### config.mk
export PLATFORM = sky130hd
export DESIGN_NAME = sbc_ctrl
export DESIGN_NICKNAME = d
export VERILOG_FILES = /design/src/hw/rtl/sbc_pkg.sv /design/src/hw/rtl/sbc_ctrl.sv
export SDC_FILE = /design/constraint.sdc
export NUM_CORES = 1
export LEC_CHECK = 0
export BUFFER_PORTS_ARGS = -buffer_cell sky130_fd_sc_hd__buf_2
export CAP_MARGIN = 20
export CORE_ASPECT_RATIO = 0.9
export CORE_UTILIZATION = 45
export CTS_CLUSTER_SIZE = 16
export DETAILED_ROUTE_END_ITERATION = 12
export GPL_ROUTABILITY_DRIVEN = 0
export HOLD_SLACK_MARGIN = 0.03
export PLACE_DENSITY = 0.69
export SETUP_SLACK_MARGIN = 0.3
export SLEW_MARGIN = 20
export SYNTH_ARGS = -nofsm -noshare
export SYNTH_HDL_FRONTEND = slang
export SYNTH_SLANG_ARGS = --single-unit
### constraint.sdc
create_clock -name clk_i -period 2.03 [get_ports clk_i]
set_input_delay 0.406 -clock clk_i [delete_from_list [all_inputs] [get_ports clk_i]]
set_output_delay 0.406 -clock clk_i [all_outputs]
set_load 0.01 [all_outputs]
### src/hw/rtl/sbc_pkg.sv
// Shared types, constants and round functions for the SHA-512 block compression unit.
// Used by sbc_ctrl, sbc_datapath and the top level; depends on nothing.
`default_nettype none

package sbc_pkg;

  localparam int unsigned SBC_WORD_W      = 64;
  localparam int unsigned SBC_HASH_WORDS  = 8;
  localparam int unsigned SBC_BLOCK_WORDS = 16;
  localparam int unsigned SBC_ROUNDS      = 80;
  localparam int unsigned SBC_HIDX_W      = $clog2(SBC_HASH_WORDS);
  localparam int unsigned SBC_WCNT_W      = $clog2(SBC_BLOCK_WORDS);
  localparam int unsigned SBC_RCNT_W      = $clog2(SBC_ROUNDS + 1);

  localparam logic [SBC_RCNT_W-1:0] SBC_LAST_ROUND = SBC_RCNT_W'(SBC_ROUNDS - 1);
  localparam logic [SBC_WCNT_W-1:0] SBC_LAST_WORD  = SBC_WCNT_W'(SBC_BLOCK_WORDS - 1);
  localparam logic [SBC_HIDX_W-1:0] SBC_LAST_HIDX  = SBC_HIDX_W'(SBC_HASH_WORDS - 1);

  // Opcodes of an input beat
  localparam logic OP_LOAD_HASH = 1'b0;
  localparam logic OP_ABSORB    = 1'b1;

  typedef logic [SBC_WORD_W-1:0] word_t;

  // Commands from the controller to the datapath
  typedef struct packed {
    logic                  load_hash;  // write one chaining word
    logic                  shift_msg;  // push a byte-swapped message word
    logic                  init;       // copy hash into working vars, prime K+W
    logic                  round;      // run one compression round
    logic [SBC_RCNT_W-1:0] k_idx;      // round constant for the next K+W sum
    logic                  finalize;   // add working vars into the hash
    logic                  emit;       // put one digest word on the result ports
    logic [SBC_HIDX_W-1:0] emit_idx;
  } sbc_cmd_t;

  function automatic word_t rotr(input word_t v, input int unsigned n);
    rotr = (v >> n) | (v << (SBC_WORD_W - n));
  endfunction

  function automatic word_t big_sigma0(input word_t v);
    big_sigma0 = rotr(v, 28) ^ rotr(v, 34) ^ rotr(v, 39);
  endfunction

  function automatic word_t big_sigma1(input word_t v);
    big_sigma1 = rotr(v, 14) ^ rotr(v, 18) ^ rotr(v, 41);
  endfunction

  function automatic word_t small_sigma0(input word_t v);
    small_sigma0 = rotr(v, 1) ^ rotr(v, 8) ^ (v >> 7);
  endfunction

  function automatic word_t small_sigma1(input word_t v);
    small_sigma1 = rotr(v, 19) ^ rotr(v, 61) ^ (v >> 6);
  endfunction

  // Memory byte 0 sits in bits 7..0; move it to the top byte
  function automatic word_t byte_swap(input word_t v);
    word_t r;
    r = '0;
    for (int i = 0; i < SBC_WORD_W / 8; i++) begin
      r[SBC_WORD_W-1-8*i -: 8] = v[8*i +: 8];
    end
    byte_swap = r;
  endfunction

  // Round constants; codes past the last round read as zero
  function automatic word_t round_k(input logic [SBC_RCNT_W-1:0] idx);
    word_t k;
    case (idx)
      7'd0:  k = 64'h428a2f98d728ae22;  7'd1:  k = 64'h7137449123ef65cd;
      7'd2:  k = 64'hb5c0fbcfec4d3b2f;  7'd3:  k = 64'he9b5dba58189dbbc;
      7'd4:  k = 64'h3956c25bf348b538;  7'd5:  k = 64'h59f111f1b605d019;
      7'd6:  k = 64'h923f82a4af194f9b;  7'd7:  k = 64'hab1c5ed5da6d8118;
      7'd8:  k = 64'hd807aa98a3030242;  7'd9:  k = 64'h12835b0145706fbe;
      7'd10: k = 64'h243185be4ee4b28c;  7'd11: k = 64'h550c7dc3d5ffb4e2;
      7'd12: k = 64'h72be5d74f27b896f;  7'd13: k = 64'h80deb1fe3b1696b1;
      7'd14: k = 64'h9bdc06a725c71235;  7'd15: k = 64'hc19bf174cf692694;
      7'd16: k = 64'he49b69c19ef14ad2;  7'd17: k = 64'hefbe4786384f25e3;
      7'd18: k = 64'h0fc19dc68b8cd5b5;  7'd19: k = 64'h240ca1cc77ac9c65;
      7'd20: k = 64'h2de92c6f592b0275;  7'd21: k = 64'h4a7484aa6ea6e483;
      7'd22: k = 64'h5cb0a9dcbd41fbd4;  7'd23: k = 64'h76f988da831153b5;
      7'd24: k = 64'h983e5152ee66dfab;  7'd25: k = 64'ha831c66d2db43210;
      7'd26: k = 64'hb00327c898fb213f;  7'd27: k = 64'hbf597fc7beef0ee4;
      7'd28: k = 64'hc6e00bf33da88fc2;  7'd29: k = 64'hd5a79147930aa725;
      7'd30: k = 64'h06ca6351e003826f;  7'd31: k = 64'h142929670a0e6e70;
      7'd32: k = 64'h27b70a8546d22ffc;  7'd33: k = 64'h2e1b21385c26c926;
      7'd34: k = 64'h4d2c6dfc5ac42aed;  7'd35: k = 64'h53380d139d95b3df;
      7'd36: k = 64'h650a73548baf63de;  7'd37: k = 64'h766a0abb3c77b2a8;
      7'd38: k = 64'h81c2c92e47edaee6;  7'd39: k = 64'h92722c851482353b;
      7'd40: k = 64'ha2bfe8a14cf10364;  7'd41: k = 64'ha81a664bbc423001;
      7'd42: k = 64'hc24b8b70d0f89791;  7'd43: k = 64'hc76c51a30654be30;
      7'd44: k = 64'hd192e819d6ef5218;  7'd45: k = 64'hd69906245565a910;
      7'd46: k = 64'hf40e35855771202a;  7'd47: k = 64'h106aa07032bbd1b8;
      7'd48: k = 64'h19a4c116b8d2d0c8;  7'd49: k = 64'h1e376c085141ab53;
      7'd50: k = 64'h2748774cdf8eeb99;  7'd51: k = 64'h34b0bcb5e19b48a8;
      7'd52: k = 64'h391c0cb3c5c95a63;  7'd53: k = 64'h4ed8aa4ae3418acb;
      7'd54: k = 64'h5b9cca4f7763e373;  7'd55: k = 64'h682e6ff3d6b2b8a3;
      7'd56: k = 64'h748f82ee5defb2fc;  7'd57: k = 64'h78a5636f43172f60;
      7'd58: k = 64'h84c87814a1f0ab72;  7'd59: k = 64'h8cc702081a6439ec;
      7'd60: k = 64'h90befffa23631e28;  7'd61: k = 64'ha4506cebde82bde9;
      7'd62: k = 64'hbef9a3f7b2c67915;  7'd63: k = 64'hc67178f2e372532b;
      7'd64: k = 64'hca273eceea26619c;  7'd65: k = 64'hd186b8c721c0c207;
      7'd66: k = 64'heada7dd6cde0eb1e;  7'd67: k = 64'hf57d4f7fee6ed178;
      7'd68: k = 64'h06f067aa72176fba;  7'd69: k = 64'h0a637dc5a2c898a6;
      7'd70: k = 64'h113f9804bef90dae;  7'd71: k = 64'h1b710b35131c471b;
      7'd72: k = 64'h28db77f523047d84;  7'd73: k = 64'h32caab7b40c72493;
      7'd74: k = 64'h3c9ebe0a15c9bebc;  7'd75: k = 64'h431d67c49c100d4c;
      7'd76: k = 64'h4cc5d4becb3e42b6;  7'd77: k = 64'h597f299cfc657e2a;
      7'd78: k = 64'h5fcb6fab3ad6faec;  7'd79: k = 64'h6c44198c4a475817;
      default: k = '0;
    endcase
    round_k = k;
  endfunction

endpackage

`default_nettype wire

### src/hw/rtl/sbc_ctrl.sv
// Controller of the SHA-512 block compression unit: word count, round count, emit sequence.
// Depends on sbc_pkg; drives the command struct of sbc_datapath.
`default_nettype none

module sbc_ctrl (
  input  wire logic                                    clk_i,
  input  wire logic                                    rst_ni,
  input  wire logic                                    start_i,
  input  wire logic                                    opcode_i,
  output logic                                         busy_o,
  output sbc_pkg::sbc_cmd_t                            cmd_o
);

  localparam logic [2:0] ST_IDLE  = 3'd0;
  localparam logic [2:0] ST_INIT  = 3'd1;
  localparam logic [2:0] ST_ROUND = 3'd2;
  localparam logic [2:0] ST_FINAL = 3'd3;
  localparam logic [2:0] ST_EMIT  = 3'd4;

  logic [2:0]                        state_q, state_d;
  logic [sbc_pkg::SBC_RCNT_W-1:0]    cnt_q, cnt_d;
  logic [sbc_pkg::SBC_WCNT_W-1:0]    word_cnt_q, word_cnt_d;
  logic                              accept;

  assign accept = start_i && (state_q == ST_IDLE);
  assign busy_o = (state_q != ST_IDLE);

  // Next state, counters and datapath commands
  always_comb begin
    state_d    = state_q;
    cnt_d      = cnt_q;
    word_cnt_d = word_cnt_q;
    cmd_o      = '0;
    case (state_q)
      ST_IDLE: begin
        if (accept) begin
          if (opcode_i == sbc_pkg::OP_LOAD_HASH) begin
            cmd_o.load_hash = 1'b1;
          end else begin
            cmd_o.shift_msg = 1'b1;
            if (word_cnt_q == sbc_pkg::SBC_LAST_WORD) begin
              word_cnt_d = '0;
              state_d    = ST_INIT;
            end else begin
              word_cnt_d = word_cnt_q + 1'b1;
            end
          end
        end
      end
      ST_INIT: begin
        cmd_o.init  = 1'b1;
        cmd_o.k_idx = '0;
        cnt_d       = '0;
        state_d     = ST_ROUND;
      end
      ST_ROUND: begin
        // prime K+W for the round after this one
        cmd_o.round = 1'b1;
        cmd_o.k_idx = cnt_q + 1'b1;
        if (cnt_q == sbc_pkg::SBC_LAST_ROUND) begin
          state_d = ST_FINAL;
        end else begin
          cnt_d = cnt_q + 1'b1;
        end
      end
      ST_FINAL: begin
        cmd_o.finalize = 1'b1;
        cnt_d          = '0;
        state_d        = ST_EMIT;
      end
      ST_EMIT: begin
        cmd_o.emit     = 1'b1;
        cmd_o.emit_idx = cnt_q[sbc_pkg::SBC_HIDX_W-1:0];
        if (cnt_q[sbc_pkg::SBC_HIDX_W-1:0] == sbc_pkg::SBC_LAST_HIDX) begin
          state_d = ST_IDLE;
        end else begin
          cnt_d = cnt_q + 1'b1;
        end
      end
      default: begin
        state_d = ST_IDLE;
      end
    endcase
  end

  // Hold control state
  always_ff @(posedge clk_i or negedge rst_ni) begin
    if (!rst_ni) begin
      state_q    <= ST_IDLE;
      cnt_q      <= '0;
      word_cnt_q <= '0;
    end else begin
      state_q    <= state_d;
      cnt_q      <= cnt_d;
      word_cnt_q <= word_cnt_d;
    end
  end

endmodule

`default_nettype wire

# ---- Yosys cells after proc, flatten, opt, wreduce, memory -nomap -nowiden
# Cells that the tools add are included.
dict set report classes {
  n_addsub 2
  n_eq_ne 14
  n_mux 19
  n_reduce_logical 8
}
# op count
set ops {}
lappend ops {{$mux 7} 3}
lappend ops {{$pmux 7 s3} 1}
lappend ops {{$mux 3} 5}
lappend ops {{$pmux 3 s5} 1}
lappend ops {{$ne 2x2->1 const B} 6}
lappend ops {{$mux 4} 2}
lappend ops {{$add 7x1->7 const B} 1}
lappend ops {{$eq 7x7->1 const B} 1}
lappend ops {{$eq 3x2->1 const B} 2}
lappend ops {{$eq 3x3->1 const B} 2}
lappend ops {{$reduce_and 3->1} 2}
lappend ops {{$reduce_bool 3->1} 2}
lappend ops {{$mux 1} 5}
lappend ops {{$reduce_and 5->1} 1}
lappend ops {{$add 4x1->4 const B} 1}
lappend ops {{$eq 4x4->1 const B} 1}
lappend ops {{$mux 2} 2}
lappend ops {{$eq 3x1->1 const B} 1}
lappend ops {{$logic_not 3->1} 1}
lappend ops {{$ne 2x1->1 const B} 1}
lappend ops {{$reduce_or 2->1} 1}
lappend ops {{$logic_and 1x1->1} 1}
dict set report word_totals {
  register_bits 14
  inputBits 4
  out_inout_bits 17
  elab_cells 46
}

# ---- Depth between registers and ports, before layout
# Gate-level depths: netlist of the first run.
dict set report logic_depth {
  ltp_word 5
  depth_mapped 6
  depth_no_buf 6
}

# ---- Worst setup path after synthesis of the first run
# No wires, ideal clock.
dict set report synth_path {
  kind {flip-flop to flip-flop}
  startpoint {register cnt_q[0] (netlist bit)}
  endpoint {register cnt_q[5] (netlist bit)}
  setup_time_ps 104
  arrival_ps 1892
  t_required_ps 1926
  slack_ps 34
  stages_incl_launch_ff 7
  path_buffers 0
  period_less_slack_ps 1996
  cell_sequence {dfrtp_1 -> ha_1 -> ha_1 -> or3b_4 -> or4_1 -> a21o_1 -> o311ai_1}
}
dict set report synth_between {
  elab_chain_len 3
  elab_cells_between_ends 9
  classes_between {add/sub (1); eq/ne (4); mux (3); reduce/logical (1)}
}
# element line_no
set synth_rtl {}
lappend synth_rtl {{start, declared} sbc_ctrl.sv:21} ;# logic [sbc_pkg::SBC_RCNT_W-1:0] cnt_q, cnt_d;
lappend synth_rtl {{start signal, assigned} sbc_ctrl.sv:94} ;# cnt_q <= cnt_d;
lappend synth_rtl {{$add 7x1->7 (tied with other cells)} {sbc_ctrl.sv:63, sbc_ctrl.sv:77}}
lappend synth_rtl {{$mux 7 (tied with other cells)} sbc_ctrl.sv:74} ;# if (cnt_q[sbc_pkg::SBC_HIDX_W-1:0] == sbc_pkg::SBC_LAST_HIDX) begin
lappend synth_rtl {{$pmux 7 s3 / $reduce_and 3->1 (equally long branches)} --}
# Several ways; a longest one is shown, not always the timed one. The select of a mux whose other input is x is not followed.
# A chain may end at the register's enable or synchronous reset.

# ---- Worst setup path after layout of the first run
dict set report layout_path {
  startpoint {register cnt_q[1] (netlist bit)}
  endpoint {register cnt_q[5] (netlist bit)}
}
# Same word-level chain as after synthesis.

==> run summary, run 1 <==
Asr flop ratio synth -> 100.0%
R2r setup slk -> 0.02 ns
Mapped Cells -> 115
Die Wd -> 51.53 um
Routed WL per cell -> 17.61 um
Vias -> 1124
Int Pwr -> 0.0009665 W
Synth cell count leaders -> dfrtp_1, nor2_1, nand2_1
Slowest stage delay, CP -> 0.44 ns
CTS tree -> done
WHS -> 0.5304 ns
Post-synth EDFFs -> 0
First-pass iteration count of the detailed router -> 4
Vias per cell -> 5.979
Yosys top cell by area -> dfrtp_1
Mapped Avg Cell Area -> 8.639 um^2
Clk_skew -> 0.005638 ns
Fraction of layout cells with a size suffix above 1 -> 56.44%
Hold Path Origin -> state_q[2]
Cell row count -> 15
Cell with the largest stage delay on the worst path -> dfrtp_2
Detail Placement HPWL -> 1744 um
Die H -> 46.58 um
R2r startpoint -> cnt_q[1]
Syn-to-layout area delta -> 56.55%
Hold Path Sink -> state_q[1]
Tcrit/Tclk final -> 99.25%
GRT overflow -> 0
Register-to-Register Path Depth -> 6
Unrepaired setup endpoints after global routing -> true
Mapped Nets -> 122
Synthesized cell area -> 993.5 um^2
Worst flop-to-flop path endpoint -> cnt_q[5]
Pleak -> 0.7251 nW
NumNets Final -> 171
Power Density -> 1027 nW/um^2
Sequential area share after synthesis -> 35.26%
Synth Warn # -> 0
CP max FO -> 4
Most frequent CP cell -> ha_4
DRC marker count from the first detailed-route iteration -> 46
Register share of total power -> 30.3%
Net switching power -> 0.0006300 W
Hold path depth -> 1
Worst EP arrival -> 2.20 ns
Synth area leaders -> dfrtp_1, nor2_1, mux2i_1, ha_1, o21ai_0
IO Count -> 21
Min-Delay Path Class -> flip-flop to flip-flop
Number of port buffers -> 20
Post-Place Cells -> 160
Initial antenna violation count -> 0
Clk network pwr share -> 12.5%
Final Util -> 78.18%
Top-count cell post-synth -> dfrtp_1
Post-synth cell types -> 43
Clock root cell -> clkbuf_4
Final worst setup slack -> 0.01518 ns
Run status -> complete, no violations
CP Cell Sequence -> ha_4 -> ha_4 -> or3b_4 -> or4_4 -> a21o_1 -> o311ai_2
Die footprint -> 2400 um^2
Net Sw Frac -> 39.46%
Vias in the first global route -> 947
Crit. End Element -> flip-flop
Antenna cells -> 0
Dpl cell area -> 1175 um^2
Critical path class -> flip-flop to flip-flop
Final setup fails -> 0
Clock slew at reported path FFs -> 0.09 ns
Slew Limit Headroom -> 68.45%
Synthesis-stage register bit count -> 14
Htree depth -> 1
Maxcap violations -> 0
Fin. max-slew vios -> 0
Remaining antenna violation count after routing -> 0
Synth top area share -> 35.26%
Buffer and inverter count on the worst path -> 0
Tot GR Track Use -> 26.75%
DRC -> 0
Clock sinks -> 14
Final min period -> 2.015 ns
Layout fillers -> 129
Total routed wirelength -> 3311 um
Pin count of the biggest net entering global routing -> 15
Final Hold Fails -> 0
Clk_lat worst skew -> 0.28 ns
Crit path max-delay family -> simple AND/OR/NAND/NOR gates
Core area -> 1989 um^2
Design area -> 1555 um^2
Clock buffer depth -> 2
Critical path depth -> 6
Comb pwr share -> 57.2%
Maximum VDD drop -> 0.7313 mV
FMAX -> 496.3 MHz
First-pass GRT wire length -> 4547 um
Critical Path RT -> 2.22 ns
Startpoint types -> flip-flop
Layout Cells excl Fill -> 188
DP Worst Slack -> 0.1037 ns
Slew @ Worst Pin -> 0.4673 ns
Synth Flop Type -> dfrtp_1
CTS buffer count -> 3
Starting density of the core -> 49.94%
[sequential cells by signal (all words and copies together), names as in the netlist]
signal      count
cnt_q           7
word_cnt_q      4
state_q         3
[power by group through the flow]
stage               Sequential (W)  Combinational, W  Clock [W]
global route              0.000497          0.000987   0.000211
floorplan                 0.000452          0.000390          0
global placement          0.000460          0.000555          0
detailed placement        0.000465          0.000572          0
CTS                       0.000460          0.000771   0.000205
finish                    0.000484          0.000913   0.000200
[metrics by stage]
step	setup TNS, ns	total power (W)
after global routing	-0.06622	0.001695
after floorplan	0	0.0008418
after detailed placement	0	0.001037
after CTS	0	0.001436
final	0	0.001596
after global placement	0	0.001015
[layout make-up]
type | count | area (um^2) | area share [%]
Clock buffer | 4 | 36.28 | 2.333
Inverter | 4 | 15.01 | 0.9654
Multi-Input combinational cell | 91 | 733.2 | 47.14
Sequential cell | 14 | 359.1 | 23.09
Tap cell | 25 | 31.28 | 2.011
Timing Repair Buffer | 50 | 380.4 | 24.46
[per-layer routing]
layer	wire, um	track usage (%)	vias up
met5	0	0	-
met4	108	5.946	0
met3	200	5.941	14
met2	1633	43.90	57
met1	1367	36.14	542
li1	-	-	511
[cells in the final DEF (no fill, tap or decap), types with 3 or more instances in the layout]
cell type  netlist  final
buf_4            1     20
buf_2            2     17
buf_6            0     12
nand2_1          8      8
dfrtp_2          0      7
dfrtp_1         14      7
nor2_1          11      6
o21ai_0          7      5
mux2i_1          4      4
inv_2            0      3
or3b_4           1      3
nor2_4           0      3
nor2_2           1      3
and2_1           4      3
nor2b_1          3      3
nand4_1          3      3
nand3_1          4      3
nor3_1           4      3
clkbuf_4         0      3
[repair_timing]
item | 4_1_cts | 5_1_grt
endpoints found under the hold margin | 14 | 0
pin swaps | 8 | 12
setup buffers | 12 | 10
setup endpoints to repair | 20 | 22
cloned | 1 | 0
hold buffers | 1 | 0
resized for setup | 21 | 26
[kinds of logic (layout without fill, tap and decap cells)]
kind of cell    count (synthesis)  in the layout  synth area share (%)
compound gates                 25             25                 17.26
fa+ha+maj                       3              3                 3.779
xor+xnor                        4              4                 3.527
flops                          14             14                 35.26
mux                             6              6                 6.297
simple gates                   52             53                 29.10
buf+inv                        11             58                 4.785
[worst max path at each step]
stage	startpoint	endpoint	slack, ns
after floorplan	cnt_q[0]	cnt_q[5]	0.16
after CTS	cnt_q[0]	cmd_o[11]	0.08
after detailed placement	cnt_q[1]	cnt_q[5]	0.10
final	cnt_q[1]	cnt_q[5]	0.02
after global routing	cnt_q[1]	cnt_q[5]	-0.05
after global placement	cnt_q[1]	cnt_q[5]	0.14
Power figures use the tool's default switching activity.
==> run 2, diff against run 1 <==
PLACE_DENSITY = 0.7   (was 0.69)
==> run 2 against run 1 <==
Combinational power shrank 4.9%; sequential share of layout area grew 0.51 points; routed wire length shrank 8.7%; setup slack gained 0.041 ns; clock-buffer cell count is the same; maximum frequency grew 2.1%; critical endpoint unchanged; sequential cell count is the same; die area is the same; design area shrank 2.5%; clock skew grew 0.0058 ns; worst hold slack lost 0.0070 ns.
==> run summary, run 2 (synthesis results as in run 1) <==
Detail Placement HPWL -> 1653 um
Vias per cell -> 5.668
Initial antenna violation count -> 0
Crit. End Element -> flip-flop
Run status -> complete, no violations
Final Hold Fails -> 0
First-pass GRT wire length -> 4278 um
Clock slew at reported path FFs -> 0.10 ns
Power Density -> 1012 nW/um^2
CP Cell Sequence -> ha_4 -> ha_4 -> or3b_4 -> or4_4 -> a21o_1 -> o311ai_2
Die footprint -> 2400 um^2
Syn-to-layout area delta -> 52.64%
Final worst setup slack -> 0.05617 ns
Slowest stage delay, CP -> 0.44 ns
First-pass iteration count of the detailed router -> 4
Clk network pwr share -> 13.4%
Int Pwr -> 0.0009468 W
Commonest non-fill, non-tap cell in the layout -> buf_4
Starting density of the core -> 49.94%
Clock sinks -> 14
Overall Power -> 0.001535 W
Register share of total power -> 30.1%
Cell row count -> 15
Clock buffer depth -> 2
Critical Path RT -> 2.22 ns
NumNets Final -> 170
CTS buffer count -> 3
Pin count of the biggest net entering global routing -> 16
Hold Path Origin -> word_cnt_q[3]
Crit path max-delay family -> simple AND/OR/NAND/NOR gates
Unrepaired setup endpoints after global routing -> true
CP max FO -> 4
Flip-flop count of the largest register after layout -> 7
IO Count -> 21
Tot GR Track Use -> 24.86%
R2r setup slk -> 0.06 ns
Final min period -> 1.974 ns
Startpoint types -> flip-flop
Routed WL per cell -> 16.17 um
Maximum VDD drop -> 0.7893 mV
Cell with the largest stage delay on the worst path -> dfrtp_2
Remaining antenna violation count after routing -> 0
DRC marker count from the first detailed-route iteration -> 37
Fin. max-slew vios -> 0
Hold Path Sink -> word_cnt_q[3]
FMAX -> 506.6 MHz
Most frequent CP cell -> ha_4
Worst flop-to-flop path endpoint -> cnt_q[5]
Htree depth -> 1
Pleak -> 0.7073 nW
Worst EP arrival -> 2.17 ns
R2r startpoint -> cnt_q[0]
Fraction of layout cells with a size suffix above 1 -> 54.32%
GRT overflow -> 0
Antenna cells -> 0
Tcrit/Tclk final -> 97.23%
Min-Delay Path Class -> flip-flop to flip-flop
Vias in the first global route -> 966
CTS tree -> done
Clock root cell -> clkbuf_4
Net switching power -> 0.0005879 W
Comb pwr share -> 56.5%
DP Worst Slack -> 0.08889 ns
Die Wd -> 51.53 um
Total routed wirelength -> 3024 um
Maxcap violations -> 0
Most frequent cells in the layout -> buf_4, buf_2
Layout Cells excl Fill -> 187
Net Sw Frac -> 38.31%
Largest registers -> cnt_q x7, word_cnt_q x4, state_q x3
Post-Place Cells -> 159
Slew Limit Headroom -> 68.01%
Die H -> 46.58 um
Buffer and inverter count on the worst path -> 0
Clk_lat worst skew -> 0.29 ns
Number of port buffers -> 20
Final Util -> 76.23%
Biggest register -> cnt_q
Slew @ Worst Pin -> 0.4738 ns
Critical path class -> flip-flop to flip-flop
Setup TNS Final -> 0 ns
DRC -> 0
Final setup fails -> 0
Clk_skew -> 0.01141 ns
Vias -> 1060
Core area -> 1989 um^2
Register-to-Register Path Depth -> 6
Hold path depth -> 1
run 2: changes by cell type in the layout (fill, tap and decap cells not counted), moves of 2 or more:
cell    delta
buf_4      +3
nor2_4     -2
nor2_1     +2
buf_6      -4
run 2: per-stage QoR:
step                      instance area (um^2)  hold slack [ns]
after global placement                    1167           0.3208
after floorplan                           1023           0.1104
after CTS                                 1400           0.5272
final                                     1516           0.5233
after global routing                      1516           0.5595
after detailed placement                  1167           0.3217
run 2: per-layer routing:
metal / vias to the layer above / part of all wire (%) / GRT usage (%)
li1: 511 / - / -
met1: 510 / 42 / 28.19
met2: 35 / 53 / 46.75
met3: 4 / 4.7 / 7.261
met4: 0 / 0.96 / 4.865
met5: - / 0 / 0
run 2: how the worst max path moves through the flow:
stage | startpoint | to | slack [ns] | depth (start not counted)
floorplan | cnt_q[0] | cnt_q[5] | 0.16 | 6
global route | cnt_q[1] | cmd_o[11] | 0.02 | 5
CTS | cnt_q[1] | cmd_o[11] | 0.11 | 5
finish | cnt_q[0] | cnt_q[5] | 0.06 | 6
global placement | cnt_q[0] | cnt_q[5] | 0.12 | 6
detailed placement | cnt_q[0] | cnt_q[5] | 0.09 | 6
run 2: what timing repair did:
| action | in CTS | in global routing |
|---|---|---|
| hold buffers | 1 | 0 |
| resized for setup | 26 | 13 |
| pin swaps | 9 | 5 |
| endpoints found under the setup margin | 20 | 20 |
| cloned | 1 | 0 |
| hold endpoints to repair | 14 | 0 |
| buffers inserted | 13 | 9 |
run 2: final cells by class:
type                            instances  area, um^2
Inverter                                4       15.01
Multi-Input combinational cell         91       708.2
Sequential cell                        14       357.8
Clock buffer                            4       36.28
Fill cell                             150       473.0
Timing Repair Buffer                   49       367.9
Tap cell                               25       31.28
run 2: power by group through the flow:
stage	sequential (W)	clock (W)	combinational [W]
floorplan	0.000452	0	0.000390
global placement	0.000466	0	0.000533
detailed placement	0.000470	0	0.000546
CTS	0.000452	0.000214	0.000771
global route	0.000472	0.000218	0.000942
finish	0.000462	0.000205	0.000868
